## config.mk

```make
export PLATFORM = sky130hd
export DESIGN_NAME = format_string_decimal_printer_top
export DESIGN_NICKNAME = d
export VERILOG_FILES = /design/src/rtl/fsdp_pkg.sv /design/src/rtl/format_string_decimal_printer_top.sv
export SDC_FILE = /design/constraint.sdc
export NUM_CORES = 1
export LEC_CHECK = 0
export BUFFER_PORTS_ARGS = -buffer_cell sky130_fd_sc_hd__buf_2
export CORE_MARGIN = 5
export CORE_UTILIZATION = 35
export CTS_CLUSTER_SIZE = 16
export DETAILED_ROUTE_END_ITERATION = 16
export SLEW_MARGIN = 20
export SYNTH_ARGS = -nofsm -noshare
export SYNTH_HDL_FRONTEND = slang
export SYNTH_SLANG_ARGS = --single-unit
```

## constraint.sdc

```tcl
create_clock -name clk -period 3.9 [get_ports clk]
set_input_delay 0.39 -clock clk [delete_from_list [all_inputs] [get_ports clk]]
set_output_delay 0.39 -clock clk [all_outputs]
set_load 0.01 [all_outputs]
```

## src/rtl/fsdp_pkg.sv

```systemverilog
// ----------------------------------------------------------------------------
// fsdp_pkg: shared constants of the signed-decimal format printer
// Character codes, field widths and parameter defaults used by the printer.
// ----------------------------------------------------------------------------
package fsdp_pkg;

    localparam int CHAR_W     = 8;
    localparam int ARG_W      = 32;
    localparam int COUNT_W    = 31;
    localparam int IN_TDATA_W  = 40;  // format_char + argument
    localparam int OUT_TDATA_W = 40;  // out_char + total_length + format_error

    localparam int DEFAULT_VALUE_BITS = 32;

    localparam logic [CHAR_W-1:0] CHAR_NUL     = 8'h00;
    localparam logic [CHAR_W-1:0] CHAR_PERCENT = 8'h25;
    localparam logic [CHAR_W-1:0] CHAR_MINUS   = 8'h2D;
    localparam logic [CHAR_W-1:0] CHAR_ZERO    = 8'h30;
    localparam logic [CHAR_W-1:0] CHAR_LOWER_D = 8'h64;
    localparam logic [CHAR_W-1:0] CHAR_LOWER_I = 8'h69;

    localparam logic [COUNT_W-1:0] COUNT_MAX = 31'h7FFF_FFFF;

endpackage

```

## src/rtl/format_string_decimal_printer_top.sv

```systemverilog
// ----------------------------------------------------------------------------
// format_string_decimal_printer_top: printf subset with %d, %i and %%
// Echoes format characters, expands signed decimal conversions one digit per
// transaction and closes each format with a status transaction.
// ----------------------------------------------------------------------------
// Usage
//   Input stream (s_axis_*): one format character per transaction with the
//   argument that a %d or %i ending on it consumes; tlast marks the end of
//   the format, and a zero character with tlast set only closes the format.
//   Output stream (m_axis_*): one printed character per transaction with the
//   running saturating count; tlast marks the last transaction caused by one
//   input transaction, and tuser marks the closing status transaction with
//   the final count and the error flag for a format ending on a lone '%'.
// Sequencing
//   One item is handled at a time. A plain character or '%%' is emitted from
//   the emit state, after which the next item is taken; an unknown
//   conversion emits '%' and then the character. A %d or %i shifts
//   VALUE_BITS bits through a binary to BCD converter, emits '-' for a
//   negative value and then walks all NUM_DIGITS digits one per cycle while
//   the output is free, dropping leading zeros. A status transaction follows
//   when the item ends the format.
// Reset and stall
//   Reset clears the pending '%', the count and the output valid. While
//   m_axis_tready is low the output register holds and the sequencer waits;
//   s_axis_tready stays low until the item has pushed all its results.
// ----------------------------------------------------------------------------
module format_string_decimal_printer_top #(
    parameter int VALUE_BITS = fsdp_pkg::DEFAULT_VALUE_BITS
) (
    input  logic                             clk,
    input  logic                             rst_n,
    input  logic                             s_axis_tvalid,
    output logic                             s_axis_tready,
    // [7:0] format_char, [39:8] argument
    input  logic [fsdp_pkg::IN_TDATA_W-1:0]  s_axis_tdata,
    input  logic                             s_axis_tlast,   // end_of_format
    output logic                             m_axis_tvalid,
    input  logic                             m_axis_tready,
    // [7:0] out_char, [38:8] total_length, [39] format_error
    output logic [fsdp_pkg::OUT_TDATA_W-1:0] m_axis_tdata,
    output logic                             m_axis_tlast,   // last_of_run
    output logic                             m_axis_tuser    // is_status
);

    // Decimal digits needed for VALUE_BITS bits (log10(2) ~ 0.30103).
    localparam int NUM_DIGITS = (VALUE_BITS * 30103) / 100000 + 1;
    localparam int BCD_W      = NUM_DIGITS * 4;
    localparam int BIT_CNT_W  = $clog2(VALUE_BITS + 1);
    localparam int DIG_CNT_W  = $clog2(NUM_DIGITS + 1);

    localparam logic [2:0] ST_IDLE   = 3'd0;
    localparam logic [2:0] ST_EMIT   = 3'd1;
    localparam logic [2:0] ST_CONV   = 3'd2;
    localparam logic [2:0] ST_SIGN   = 3'd3;
    localparam logic [2:0] ST_DIGIT  = 3'd4;
    localparam logic [2:0] ST_STATUS = 3'd5;

    // Control state.
    logic [2:0]                     state_reg, state_next;
    logic                           pending_reg, pending_next;
    logic [fsdp_pkg::COUNT_W-1:0]   count_reg, count_next;
    logic                           two_reg, two_next;
    logic                           end_reg, end_next;
    logic                           neg_reg, neg_next;
    logic                           started_reg, started_next;
    logic [BIT_CNT_W-1:0]           bit_cnt_reg, bit_cnt_next;
    logic [DIG_CNT_W-1:0]           dig_cnt_reg, dig_cnt_next;
    logic                           m_valid_reg, m_valid_next;

    // Payload.
    logic [fsdp_pkg::CHAR_W-1:0]    ch_reg, ch_next;
    logic [VALUE_BITS-1:0]          mag_reg, mag_next;
    logic [BCD_W-1:0]               bcd_reg, bcd_next;
    logic [fsdp_pkg::OUT_TDATA_W-1:0] m_data_reg, m_data_next;
    logic                           m_last_reg, m_last_next;
    logic                           m_user_reg, m_user_next;

    // Input fields.
    logic [fsdp_pkg::CHAR_W-1:0]    in_char;
    logic [fsdp_pkg::ARG_W-1:0]     in_arg;
    logic [63:0]                    arg_ext;
    logic [VALUE_BITS-1:0]          in_value;
    logic                           in_neg;

    // Output push request from the sequencer.
    logic                           out_free;
    logic                           push_char;
    logic                           push_status;
    logic [fsdp_pkg::CHAR_W-1:0]    push_ch;
    logic                           push_last;
    logic [fsdp_pkg::COUNT_W-1:0]   count_inc;

    logic [BCD_W-1:0]               bcd_adj;
    logic [3:0]                     top_digit;
    logic                           show_digit;
    logic                           accept;

    assign in_char  = s_axis_tdata[7:0];
    assign in_arg   = s_axis_tdata[39:8];
    assign arg_ext  = {{32{in_arg[fsdp_pkg::ARG_W-1]}}, in_arg};
    assign in_value = arg_ext[VALUE_BITS-1:0];
    assign in_neg   = in_value[VALUE_BITS-1];

    assign s_axis_tready = (state_reg == ST_IDLE);
    assign accept        = s_axis_tvalid && s_axis_tready;
    assign out_free      = !m_valid_reg || m_axis_tready;

    assign count_inc = (count_reg == fsdp_pkg::COUNT_MAX) ? count_reg
                                                          : count_reg + 31'd1;

    assign top_digit  = bcd_reg[BCD_W-1 -: 4];
    assign show_digit = started_reg || (top_digit != 4'd0) ||
                        (dig_cnt_reg == DIG_CNT_W'(1));

    // Double-dabble correction: each BCD digit of five or more gets three
    // added so that the following left shift carries into the next digit.
    always_comb
    begin
        for (int d = 0; d < NUM_DIGITS; d++)
        begin
            if (bcd_reg[d*4 +: 4] >= 4'd5)
                bcd_adj[d*4 +: 4] = bcd_reg[d*4 +: 4] + 4'd3;
            else
                bcd_adj[d*4 +: 4] = bcd_reg[d*4 +: 4];
        end
    end

    // Sequencer.
    always_comb
    begin
        state_next   = state_reg;
        pending_next = pending_reg;
        two_next     = two_reg;
        end_next     = end_reg;
        neg_next     = neg_reg;
        started_next = started_reg;
        bit_cnt_next = bit_cnt_reg;
        dig_cnt_next = dig_cnt_reg;
        ch_next      = ch_reg;
        mag_next     = mag_reg;
        bcd_next     = bcd_reg;
        push_char    = 1'b0;
        push_status  = 1'b0;
        push_ch      = fsdp_pkg::CHAR_NUL;
        push_last    = 1'b0;

        unique case (state_reg)
            ST_IDLE:
            begin
                if (accept)
                begin
                    ch_next  = in_char;
                    end_next = s_axis_tlast;
                    two_next = 1'b0;
                    if (in_char == fsdp_pkg::CHAR_NUL)
                    begin
                        state_next = s_axis_tlast ? ST_STATUS : ST_IDLE;
                    end
                    else if (!pending_reg)
                    begin
                        if (in_char == fsdp_pkg::CHAR_PERCENT)
                        begin
                            pending_next = 1'b1;
                            state_next   = s_axis_tlast ? ST_STATUS : ST_IDLE;
                        end
                        else
                        begin
                            state_next = ST_EMIT;
                        end
                    end
                    else
                    begin
                        pending_next = 1'b0;
                        if (in_char == fsdp_pkg::CHAR_PERCENT)
                        begin
                            state_next = ST_EMIT;
                        end
                        else if (in_char == fsdp_pkg::CHAR_LOWER_D ||
                                 in_char == fsdp_pkg::CHAR_LOWER_I)
                        begin
                            neg_next     = in_neg;
                            mag_next     = in_neg ? (~in_value + VALUE_BITS'(1))
                                                  : in_value;
                            bcd_next     = '0;
                            bit_cnt_next = BIT_CNT_W'(VALUE_BITS);
                            state_next   = ST_CONV;
                        end
                        else
                        begin
                            // Unknown conversion: '%' then the character.
                            two_next   = 1'b1;
                            state_next = ST_EMIT;
                        end
                    end
                end
            end

            ST_EMIT:
            begin
                if (out_free)
                begin
                    push_char = 1'b1;
                    if (two_reg)
                    begin
                        push_ch  = fsdp_pkg::CHAR_PERCENT;
                        two_next = 1'b0;
                    end
                    else
                    begin
                        push_ch    = ch_reg;
                        push_last  = !end_reg;
                        state_next = end_reg ? ST_STATUS : ST_IDLE;
                    end
                end
            end

            ST_CONV:
            begin
                bcd_next     = {bcd_adj[BCD_W-2:0], mag_reg[VALUE_BITS-1]};
                mag_next     = {mag_reg[VALUE_BITS-2:0], 1'b0};
                bit_cnt_next = bit_cnt_reg - BIT_CNT_W'(1);
                if (bit_cnt_reg == BIT_CNT_W'(1))
                begin
                    dig_cnt_next = DIG_CNT_W'(NUM_DIGITS);
                    started_next = 1'b0;
                    state_next   = neg_reg ? ST_SIGN : ST_DIGIT;
                end
            end

            ST_SIGN:
            begin
                if (out_free)
                begin
                    push_char  = 1'b1;
                    push_ch    = fsdp_pkg::CHAR_MINUS;
                    state_next = ST_DIGIT;
                end
            end

            ST_DIGIT:
            begin
                // Leading zeros are dropped one per cycle without output.
                if (!show_digit || out_free)
                begin
                    if (show_digit)
                    begin
                        push_char    = 1'b1;
                        push_ch      = fsdp_pkg::CHAR_ZERO + {4'd0, top_digit};
                        push_last    = (dig_cnt_reg == DIG_CNT_W'(1)) && !end_reg;
                        started_next = 1'b1;
                    end
                    bcd_next     = {bcd_reg[BCD_W-5:0], 4'd0};
                    dig_cnt_next = dig_cnt_reg - DIG_CNT_W'(1);
                    if (dig_cnt_reg == DIG_CNT_W'(1))
                        state_next = end_reg ? ST_STATUS : ST_IDLE;
                end
            end

            ST_STATUS:
            begin
                if (out_free)
                begin
                    push_status  = 1'b1;
                    push_last    = 1'b1;
                    pending_next = 1'b0;
                    state_next   = ST_IDLE;
                end
            end

            default:
            begin
                state_next = ST_IDLE;
            end
        endcase
    end

    // Output register and running count.
    always_comb
    begin
        m_valid_next = m_valid_reg;
        m_data_next  = m_data_reg;
        m_last_next  = m_last_reg;
        m_user_next  = m_user_reg;
        count_next   = count_reg;
        if (push_char)
        begin
            count_next   = count_inc;
            m_valid_next = 1'b1;
            m_data_next  = {1'b0, count_inc, push_ch};
            m_last_next  = push_last;
            m_user_next  = 1'b0;
        end
        else if (push_status)
        begin
            count_next   = '0;
            m_valid_next = 1'b1;
            m_data_next  = {pending_reg, count_reg, fsdp_pkg::CHAR_NUL};
            m_last_next  = 1'b1;
            m_user_next  = 1'b1;
        end
        else if (m_axis_tready)
        begin
            m_valid_next = 1'b0;
        end
    end

    always_ff @(posedge clk or negedge rst_n)
    begin
        if (!rst_n)
        begin
            state_reg   <= ST_IDLE;
            pending_reg <= 1'b0;
            count_reg   <= '0;
            two_reg     <= 1'b0;
            end_reg     <= 1'b0;
            neg_reg     <= 1'b0;
            started_reg <= 1'b0;
            bit_cnt_reg <= '0;
            dig_cnt_reg <= '0;
            m_valid_reg <= 1'b0;
        end
        else
        begin
            state_reg   <= state_next;
            pending_reg <= pending_next;
            count_reg   <= count_next;
            two_reg     <= two_next;
            end_reg     <= end_next;
            neg_reg     <= neg_next;
            started_reg <= started_next;
            bit_cnt_reg <= bit_cnt_next;
            dig_cnt_reg <= dig_cnt_next;
            m_valid_reg <= m_valid_next;
        end
    end

    always_ff @(posedge clk)
    begin
        ch_reg     <= ch_next;
        mag_reg    <= mag_next;
        bcd_reg    <= bcd_next;
        m_data_reg <= m_data_next;
        m_last_reg <= m_last_next;
        m_user_reg <= m_user_next;
    end

    assign m_axis_tvalid = m_valid_reg;
    assign m_axis_tdata  = m_data_reg;
    assign m_axis_tlast  = m_last_reg;
    assign m_axis_tuser  = m_user_reg;

    // A status transaction closes its run and carries no character.
    a_status_last: assert property (@(posedge clk) disable iff (!rst_n)
        (m_valid_reg && m_user_reg) |-> (m_last_reg && m_data_reg[7:0] == 8'h00))
        else $error("status transaction without tlast or with a character");

    // The count restarts after a status transaction is pushed.
    a_count_clear: assert property (@(posedge clk) disable iff (!rst_n)
        push_status |=> (count_reg == '0 && !pending_reg))
        else $error("count or pending percent not cleared after status");

    // The count never falls within a format.
    a_count_mono: assert property (@(posedge clk) disable iff (!rst_n)
        !push_status |=> (count_reg >= $past(count_reg)))
        else $error("printed count decreased within a format");

    // Digits walked out of the converter are decimal.
    a_digit_range: assert property (@(posedge clk) disable iff (!rst_n)
        (state_reg == ST_DIGIT) |-> (top_digit <= 4'd9))
        else $error("BCD digit out of range");

    // A stalled output transaction stays valid and unchanged.
    a_out_hold: assert property (@(posedge clk) disable iff (!rst_n)
        (m_valid_reg && !m_axis_tready) |=>
            (m_valid_reg && $stable(m_data_reg) && $stable(m_last_reg) &&
             $stable(m_user_reg)))
        else $error("stalled output transaction changed or dropped");

endmodule
```

**After elaboration in Yosys (flattened, before gate mapping)**

Cells that the tools add are included.

- Flip-flop bits (word level): 172
- Logic and storage cells: 191
- Input port bits: 45
- Output and inout port bits: 44

- Multiplexer cells: 92
- Reduce and logical (&&, ||, !) cells: 30
- Equality and inequality tests: 24
- Add/subtract/negate cells: 15
- Magnitude comparators: 10
- Bitwise operators: 3

Operators by type and width:

| kind | count |
|---|---|
| 2-to-1 mux 40 bit | 6 |
| 2-to-1 mux 32 bit | 6 |
| case mux 40 bit (3 select lines) | 1 |
| 2-to-1 mux 31 bit | 3 |
| 2-to-1 mux 39 bit | 2 |
| case mux 32 bit (2 select lines) | 1 |
| 2-to-1 mux 3 bit | 15 |
| 2-to-1 mux 4 bit | 11 |
| >= comparator 4 x 3 -> 1 bit, second input constant | 10 |
| adder 4 x 2 -> 4 bit, second input constant | 9 |
| 2-to-1 mux 6 bit | 6 |
| adder 32 x 1 -> 32 bit, second input constant | 1 |
| NOT 32 bit | 1 |
| adder 31 x 1 -> 31 bit, second input constant | 1 |
| == test 31 bit, second input constant | 1 |
| 2-to-1 mux 1 bit | 26 |
| case mux 8 bit (3 select lines) | 1 |
| != test 2 bit, second input constant | 10 |
| case mux 3 bit (6 select lines) | 1 |
| == test 8 x 7 -> 1 bit, second input constant | 2 |
| 2-to-1 mux 8 bit | 2 |
| 2-to-1 mux 7 bit | 2 |
| case mux 6 bit (2 select lines) | 1 |
| AND reduction 6 bit | 2 |
| 30 further kinds | 53 |

**Depth between registers and ports, before layout**

Gate-level depths: netlist (run 1).

- Depth in word-level cells: 9
- Mapped depth: 8
- Depth with buffers taken out: 8

**Least setup slack after synthesis (run 1)**

Ideal clock, no wire load.

- Kind: input to register
- Start point: input port s_axis_tdata[1] (netlist name)
- End point: register bcd_reg[0], enable pin
- Data required time: 3,463 ps
- Setup slack: 363 ps
- Arrival time: 3,099 ps
- Buffers on the path: 0
- Setup time: 437 ps
- Stages on the path: 5
- Path through: or3_1 a211oi_2 a21oi_1 a2bb2oi_1 nor2_1

- Cells in the longest elaborated chain, start to end: 4
- Elaborated cells on any way between the ends: 9
- Classes of those cells: 6 x eq/ne; 3 x reduce/logical

Ends and longest elaborated chain:

| element | line | source |
|---|---|---|
| from (decl) | format_string_decimal_printer_top.sv:35 | `input logic [fsdp_pkg::IN_TDATA_W-1:0] s_axis_tdata,` |
| == test 8 x 7 -> 1 bit (on tied branches) | format_string_decimal_printer_top.sv:178, format_string_decimal_printer_top.sv:179 |  |
| logical OR 1 bit | format_string_decimal_printer_top.sv:178 | `else if (in_char == fsdp_pkg::CHAR_LOWER_D \|\|` |
| != test 2 x 1 -> 1 bit (no line) | -- |  |
| AND reduction 7 bit (no line) (*) | -- |  |
| to (signal assigned) | format_string_decimal_printer_top.sv:341 | `bcd_reg <= bcd_next;` |
| to (decl) | format_string_decimal_printer_top.sv:73 | `logic [BCD_W-1:0] bcd_reg, bcd_next;` |

Every way passes the cells marked *; elsewhere a longest branch is shown, timed or not.
A chain may end at the register's enable or synchronous reset.

**Worst setup path in the final report (run 1)**

- Start point: register count_reg[0] (netlist name)
- End point: register m_data_reg (netlist bit m_axis_tdata[28]), data pin

- Cells in the longest elaborated chain, start to end: 3
- Elaborated cells on any way between the ends: 4
- Classes of those cells: 1 x add/sub; 1 x eq/ne; 2 x mux

Ends and longest elaborated chain:

| element | line | source |
|---|---|---|
| from (decl) | format_string_decimal_printer_top.sv:61 | `logic [fsdp_pkg::COUNT_W-1:0] count_reg, count_next;` |
| from (signal assigned) | format_string_decimal_printer_top.sv:326 | `count_reg <= count_next;` |
| adder 31 x 1 -> 31 bit or == test 31 bit (tied branches) | format_string_decimal_printer_top.sv:109, format_string_decimal_printer_top.sv:108 |  |
| 2-to-1 mux 31 bit (*) | format_string_decimal_printer_top.sv:108 | `assign count_inc = (count_reg == fsdp_pkg::COUNT_MAX) ? count_reg` |
| 2-to-1 mux 39 bit (*) | format_string_decimal_printer_top.sv:285 | `if (push_char)` |
| net m_data_next, one bit | format_string_decimal_printer_top.sv:74 | `logic [fsdp_pkg::OUT_TDATA_W-1:0] m_data_reg, m_data_next;` |
| to (signal assigned) | format_string_decimal_printer_top.sv:342 | `m_data_reg <= m_data_next;` |
| to (decl) | format_string_decimal_printer_top.sv:74 |  |

The timed path passes the listed nets; every way through them passes the cells marked *.

==> impl_results.rst, run 1 <==
.. list-table::
   :header-rows: 1

   * - Metric
     - Value
   * - Fin Clk Skew
     - between 15 and 20 ps
   * - Areal power density over the cells
     - 567.6 mW/mm^2
   * - Critical path arrival
     - approximately 3100 ps
   * - Pre-CTS setup slack
     - between 900 and 1000 ps
   * - Most numerous cell types in the synthesized netlist
     - 120 x edfxtp_1, 83 x nand2_1, 77 x o21ai_0
   * - IO Pins
     - between 80 and 90
   * - CTS tree
     - done
   * - Die extent in y
     - 177.0 um
   * - Async set or reset register ratio after synthesis
     - 29.07%
   * - Combined global-route utilization of all metal layers
     - 13.53%
   * - Setup total negative slack
     - 0 ps
   * - Final period utilization
     - roughly 75%
   * - Share of cells above drive strength 1
     - between 10% and 20%
   * - Area of the mapped netlist
     - 0.009762 mm^2
   * - Number of DRC violations after detailed-routing iteration 0
     - 463
   * - CTS Root Buffer Type
     - clkbuf_16
   * - Num rows
     - 61
   * - H-tree depth
     - 4
   * - Storage cell area
     - 0.004895 mm^2
   * - Post-layout instance area
     - 0.01122 mm^2
   * - Initial antenna violation count
     - 0
   * - Syn nets
     - 1010
   * - Total number of nets in the final design
     - between 1000 and 1500
   * - Post-cts sizing count
     - 0
   * - Count of flip-flops with a built-in enable after synthesis
     - 120
   * - Cell leakage power
     - approximately 4.3 nW
   * - Status
     - finished, final reports clean
   * - Area growth from synthesis to layout
     - 14.96%
   * - X dimension of the die
     - about 180 um
   * - Sequential element share of the synthesized area
     - 50.14%
   * - RSZ-0062 raised after global routing
     - false
   * - DRC errors left
     - 0
   * - Final Hold Violating Endpoints
     - 0
   * - Number of warnings issued by yosys
     - 0
   * - Critical path endpoint category
     - flop
   * - Least setup slack across all paths after layout
     - 961.9 ps
   * - Global-route wire length before repair
     - approximately 35 mm
   * - Kind of start point of the critical path
     - flop
   * - Cell with the most instances after synthesis
     - edfxtp_1
   * - WHS
     - 139.0 ps
   * - Initial standard-cell utilization of the core
     - 35.33%
   * - Number of port buffers
     - 88
   * - Critical path class
     - reg2reg
   * - Count of TritonRoute iterations in the first routing pass
     - 5
   * - Diodes inserted
     - 0
   * - Clock Pin Slew Worst Setup and Hold Paths
     - around 80 ps
   * - Total CTS buffers
     - 17
   * - Cell area reported after detailed placement
     - about 0.011 mm^2
   * - Average via count per standard cell
     - 5.223
   * - Post-Syn Area per Cell
     - around 10 um^2
   * - Cell types with the largest area share after synthesis
     - edfxtp_1 37%, dfrtp_1 13%, o21ai_0 3.9%, xor2_1 3.7%, ha_1 3.5%
   * - Final setup violation count
     - 0
   * - Required time reported for the critical path endpoint
     - between 4000 and 5000 ps
   * - Filler cells
     - 2741
   * - Cell count after synthesis
     - 938
   * - Final wirelength
     - 20.97 mm
   * - Timing-limited maximum frequency
     - 340.4 MHz
   * - Final routed wire length divided by cell count
     - ~15 um
   * - Area leader, netlist
     - edfxtp_1
   * - Post-route insts no fill
     - 1408
   * - Via count of the first global-routing pass
     - 7052
   * - Normalized max-slew margin
     - between 30% and 40%
   * - Count of unique library cells instantiated by Yosys
     - 84
   * - Number of violations of the max-capacitance limit
     - 0
   * - Primary FF master, synth
     - edfxtp_1
   * - Transition time at the pin with the least slew margin
     - ~910 ps
   * - Instance count after placement with tap cells included
     - 1375
   * - Final critical path time including I/O delays and setup
     - 2938 ps
   * - Post-CTS Setup Repair Bufs
     - 0
   * - Final HPWL from detailed placement
     - ~15 mm
   * - Crit path max fanout
     - 15
   * - Routability congestion estimate
     - 0.8138
   * - Via total after detailed routing
     - 7354
   * - Combined area of the multi-input logic cells
     - 0.004508 mm^2
   * - Insertion delay of the later-clocked pin in the worst-skew pair
     - 430 ps
   * - Post-cts hold buffer count
     - 1
   * - Buffer levels on the longest clock path
     - 2
   * - Post-route total power
     - ~6.4 mW
   * - Type of the tightest min-delay check
     - in2reg
   * - Number of clock sinks
     - approximately 170
   * - Maximum number of pins on one net before global-route repair
     - 43
   * - Register bit total from synthesis
     - 172
   * - Share of the synthesized area in the top cell type
     - 36.91%
   * - Overflow left after global routing
     - 0
   * - Area of the core region
     - 0.02763 mm^2
   * - Final cell utilization of the core
     - 40.62%
   * - Peak supply drop
     - roughly 0.28 mV
   * - Number of routed nets with antenna violations
     - 0
   * - Full die area
     - 0.03133 mm^2
   * - Slew Limit Fails
     - 0
==> where the power goes <==
part	switching, mW	total, mW	internal, mW
Sequential	0.295	2.77	2.47
Clock	0.794	1.77	0.971
Combinational	1.13	1.84	0.703
Total	2.22	6.37	4.15
==> layout make-up <==
| type | instances | area share, % |
|---|---|---|
| inverters | 39 | 1.304 |
| repair buffers | 105 | 5.307 |
| flip-flops and latches | 172 | 43.62 |
| well taps | 378 | 4.215 |
| clock buffers | 17 | 3.791 |
| clock inverters | 15 | 1.594 |
| multi-input cells | 682 | 40.17 |
==> cell families after synthesis <==
kind of cell,count (synthesis),share of synthesized area (%)
xor+xnor,66,5.922
compound gates,274,18.07
buf+inv,84,3.807
simple gates,307,17.70
mux,8,0.8972
flops,172,50.14
fa+ha+maj,27,3.461
==> layout by cell type, fill, tap and decap left out, types with 11 or more instances in the layout <==
cell type	Yosys	routed
o22ai_1	14	14
clkbuf_16	0	17
o31ai_1	18	18
xor2_1	41	41
nand2b_1	15	15
nor2_1	53	51
o21ai_0	77	77
buf_2	11	88
and3_1	11	11
inv_1	38	38
dfrtp_1	50	50
a31oi_1	15	15
nor3_1	11	11
edfxtp_1	120	120
or3_1	13	13
ha_1	27	27
nand3_1	29	29
xnor2_1	25	25
nor3b_1	13	13
buf_4	0	14
o21ai_1	16	16
nand2_1	83	82
a21oi_1	62	62
==> worst paths after layout <==
check / start / to / slack [ps] / depth (start not counted)
min in group asynchronous: rst_n / count_reg[18] / 480 / 2
worst min register to register: m_axis_tuser / m_axis_tuser / 490 / 1
worst min-delay path: s_axis_tdata[1] / ch_reg[1] / 140 / 1
max in group asynchronous: rst_n / dig_cnt_reg[1] / 2590 / 3
worst max register to register: count_reg[0] / m_axis_tdata[28] / 960 / 7
worst max-delay path: count_reg[0] / m_axis_tdata[28] / 960 / 7
==> per-layer routing <==
layer / GRT usage (%) / share of wire (%) / wire [um]
met5: 0 / 0 / 0
met4: 4.126 / 1.4 / 293
met3: 2.542 / 4.4 / 926
met2: 22.13 / 47 / 9844
met1: 18.34 / 47 / 9905
==> worst max-delay path: stages (launching register included) <==
cell and delay [ps]:
dfrtp_1 430, ha_1 310, and4_1 340, and4_1 300
nor3b_4 660, buf_4 360, nor4_2 90, xor2_1 170
No activity file was read; power rests on OpenSTA's default activity.
==> run 2, diff against run 1 <==
==> constraint.sdc (replaced) <==
create_clock -name clk -period 2.44 [get_ports clk]
set_input_delay 0.244 -clock clk [delete_from_list [all_inputs] [get_ports clk]]
set_output_delay 0.244 -clock clk [all_outputs]
set_load 0.01 [all_outputs]
==> run 2 against run 1 <==
Net effect:
- sequential cell count unchanged
- global-route usage up 0.48 points
- combinational power up 82%
- non-clock buffer count up 41
- first-iteration DRC count fell by 4.3%
- core utilization grew 1.5 points
- clock-buffer cell count up 1
- critical path type unchanged
- largest power group unchanged
==> impl_results.rst, run 2 (synthesis gave the netlist of run 1 again) <==
.. list-table::
   :header-rows: 1

   * - Metric
     - Value
   * - Status
     - finished, final reports clean
   * - Final setup violation count
     - 0
   * - Post-route total power
     - between 10 and 15 mW
   * - Instance count after placement with tap cells included
     - 1413
   * - Buffer levels on the longest clock path
     - 2
   * - RSZ-0062 raised after global routing
     - false
   * - Number of routed nets with antenna violations
     - 0
   * - Num rows
     - slightly above 60
   * - Most frequent standard cell in the layout excluding fill and tap cells
     - edfxtp_1
   * - Post-layout instance area
     - 0.01164 mm^2
   * - Number of DRC violations after detailed-routing iteration 0
     - 443
   * - CTS Root Buffer Type
     - clkbuf_16
   * - Final HPWL from detailed placement
     - around 15 mm
   * - WHS
     - 75.98 ps
   * - IO Pins
     - 89
   * - Required time reported for the critical path endpoint
     - 2620 ps
   * - Cell area reported after detailed placement
     - 0.01096 mm^2
   * - DRC errors left
     - 0
   * - Average via count per standard cell
     - 5.204
   * - Final Hold Violating Endpoints
     - 0
   * - Global-route wire length before repair
     - 36.20 mm
   * - Peak supply drop
     - 0.4651 mV
   * - Critical path class
     - reg2reg
   * - Final period utilization
     - 96.26%
   * - Area of the core region
     - ~0.028 mm^2
   * - Least setup slack across all paths after layout
     - 91.32 ps
   * - Die extent in y
     - 177.0 um
   * - Pre-CTS setup slack
     - 32.05 ps
   * - Fin Clk Skew
     - 7.529 ps
   * - H-tree depth
     - 4
   * - Overflow left after global routing
     - 0
   * - Timing-limited maximum frequency
     - 425.8 MHz
   * - Initial antenna violation count
     - 0
   * - Normalized max-slew margin
     - 52.39%
   * - CTS tree
     - done
   * - Count of TritonRoute iterations in the first routing pass
     - 5
   * - Total CTS buffers
     - 17
   * - Via total after detailed routing
     - 7541
   * - Crit path max fanout
     - 14
   * - Area growth from synthesis to layout
     - 19.23%
   * - Diodes inserted
     - 0
   * - Final routed wire length divided by cell count
     - 14.93 um
   * - Most frequent cells in the layout
     - 120 x edfxtp_1, 88 x buf_2, 81 x nand2_1, 77 x o21ai_0, 62 x a21oi_1
   * - Cell leakage power
     - around 4.5 nW
   * - Slew Limit Fails
     - 0
   * - Full die area
     - 0.03133 mm^2
   * - Share of cells above drive strength 1
     - about a fifth
   * - Post-route insts no fill
     - approximately 1400
   * - Setup total negative slack
     - 0 ps
   * - Kind of start point of the critical path
     - flop
   * - Final critical path time including I/O delays and setup
     - roughly 2300 ps
   * - Routability congestion estimate
     - ~0.80
   * - Number of port buffers
     - 88
   * - Final wirelength
     - approximately 22 mm
   * - Number of violations of the max-capacitance limit
     - 0
   * - Maximum number of pins on one net before global-route repair
     - 67
   * - Final cell utilization of the core
     - between 40% and 50%
   * - Via count of the first global-routing pass
     - 7329
   * - Total number of nets in the final design
     - 1130
   * - X dimension of the die
     - 177.0 um
   * - Transition time at the pin with the least slew margin
     - 714.1 ps
   * - Combined global-route utilization of all metal layers
     - between 10% and 20%
   * - Areal power density over the cells
     - 899.9 mW/mm^2
   * - Critical path endpoint category
     - flop
   * - Number of clock sinks
     - 172
   * - Type of the tightest min-delay check
     - in2reg
   * - Insertion delay of the later-clocked pin in the worst-skew pair
     - 430 ps
   * - Clock Pin Slew Worst Setup and Hold Paths
     - approximately 70 ps
   * - Critical path arrival
     - 2530 ps
   * - Initial standard-cell utilization of the core
     - between 30% and 40%
-- run 2: path summary, 6_finish.rpt --
kind	slack, ps	from	cells after the start	endpoint
worst max-delay path	90	dig_cnt_reg[1]	7	m_axis_tdata[35]
worst min-delay path	80	s_axis_tdata[5]	1	ch_reg[5]
worst max register to register	90	dig_cnt_reg[1]	7	m_axis_tdata[35]
worst min register to register	510	bit_cnt_reg[4]	2	bit_cnt_reg[4]
max in group asynchronous	1330	rst_n	3	bit_cnt_reg[0]
min in group asynchronous	410	rst_n	2	count_reg[15]
-- run 2: cell type report --
cell class,instances,area [um^2]
sequential,172,4895
tap,378,473.0
timing repair buffer,146,980.9
multi-input combinational,682,4551
clock buffer,18,450.4
inverter,39,146.4
fill,2689,15990
clock inverter,14,142.6
-- run 2: repair_timing --
item	CTS	global route
gates cloned	0	0
setup buffers	0	0
resized for setup	1	7
hold endpoints to repair	28	0
endpoints found under the setup margin	3	6
hold buffers	4	0
-- run 2: power breakdown --
part | leakage (nW) | internal, mW | switching, mW | total [mW]
Sequential | 1.81 | 3.96 | 0.409 | 4.37
Combinational | 2.40 | 1.36 | 1.98 | 3.34
Clock | 0.290 | 1.51 | 1.26 | 2.77
Total | 4.50 | 6.83 | 3.65 | 10.5
-- run 2: layer usage --
metal / share of wire, % / routed length (um) / track usage, % / up-vias
met2: 47 / 10230 / 23.31 / 140
met5: 0 / 0 / 0 / -
met1: 47 / 10190 / 18.70 / 3616
met4: 1.6 / 351 / 4.288 / 0
met3: 4.0 / 875 / 2.521 / 23
li1: - / - / - / 3762
-- run 2: worst max-delay path: stages (launching register included) --
cell and delay [ps]:
dfrtp_1 370, inv_1 70, ha_1 140, or3b_2 490
a211oi_4 280, nor2_4 150, or3_1 450, xnor2_1 140
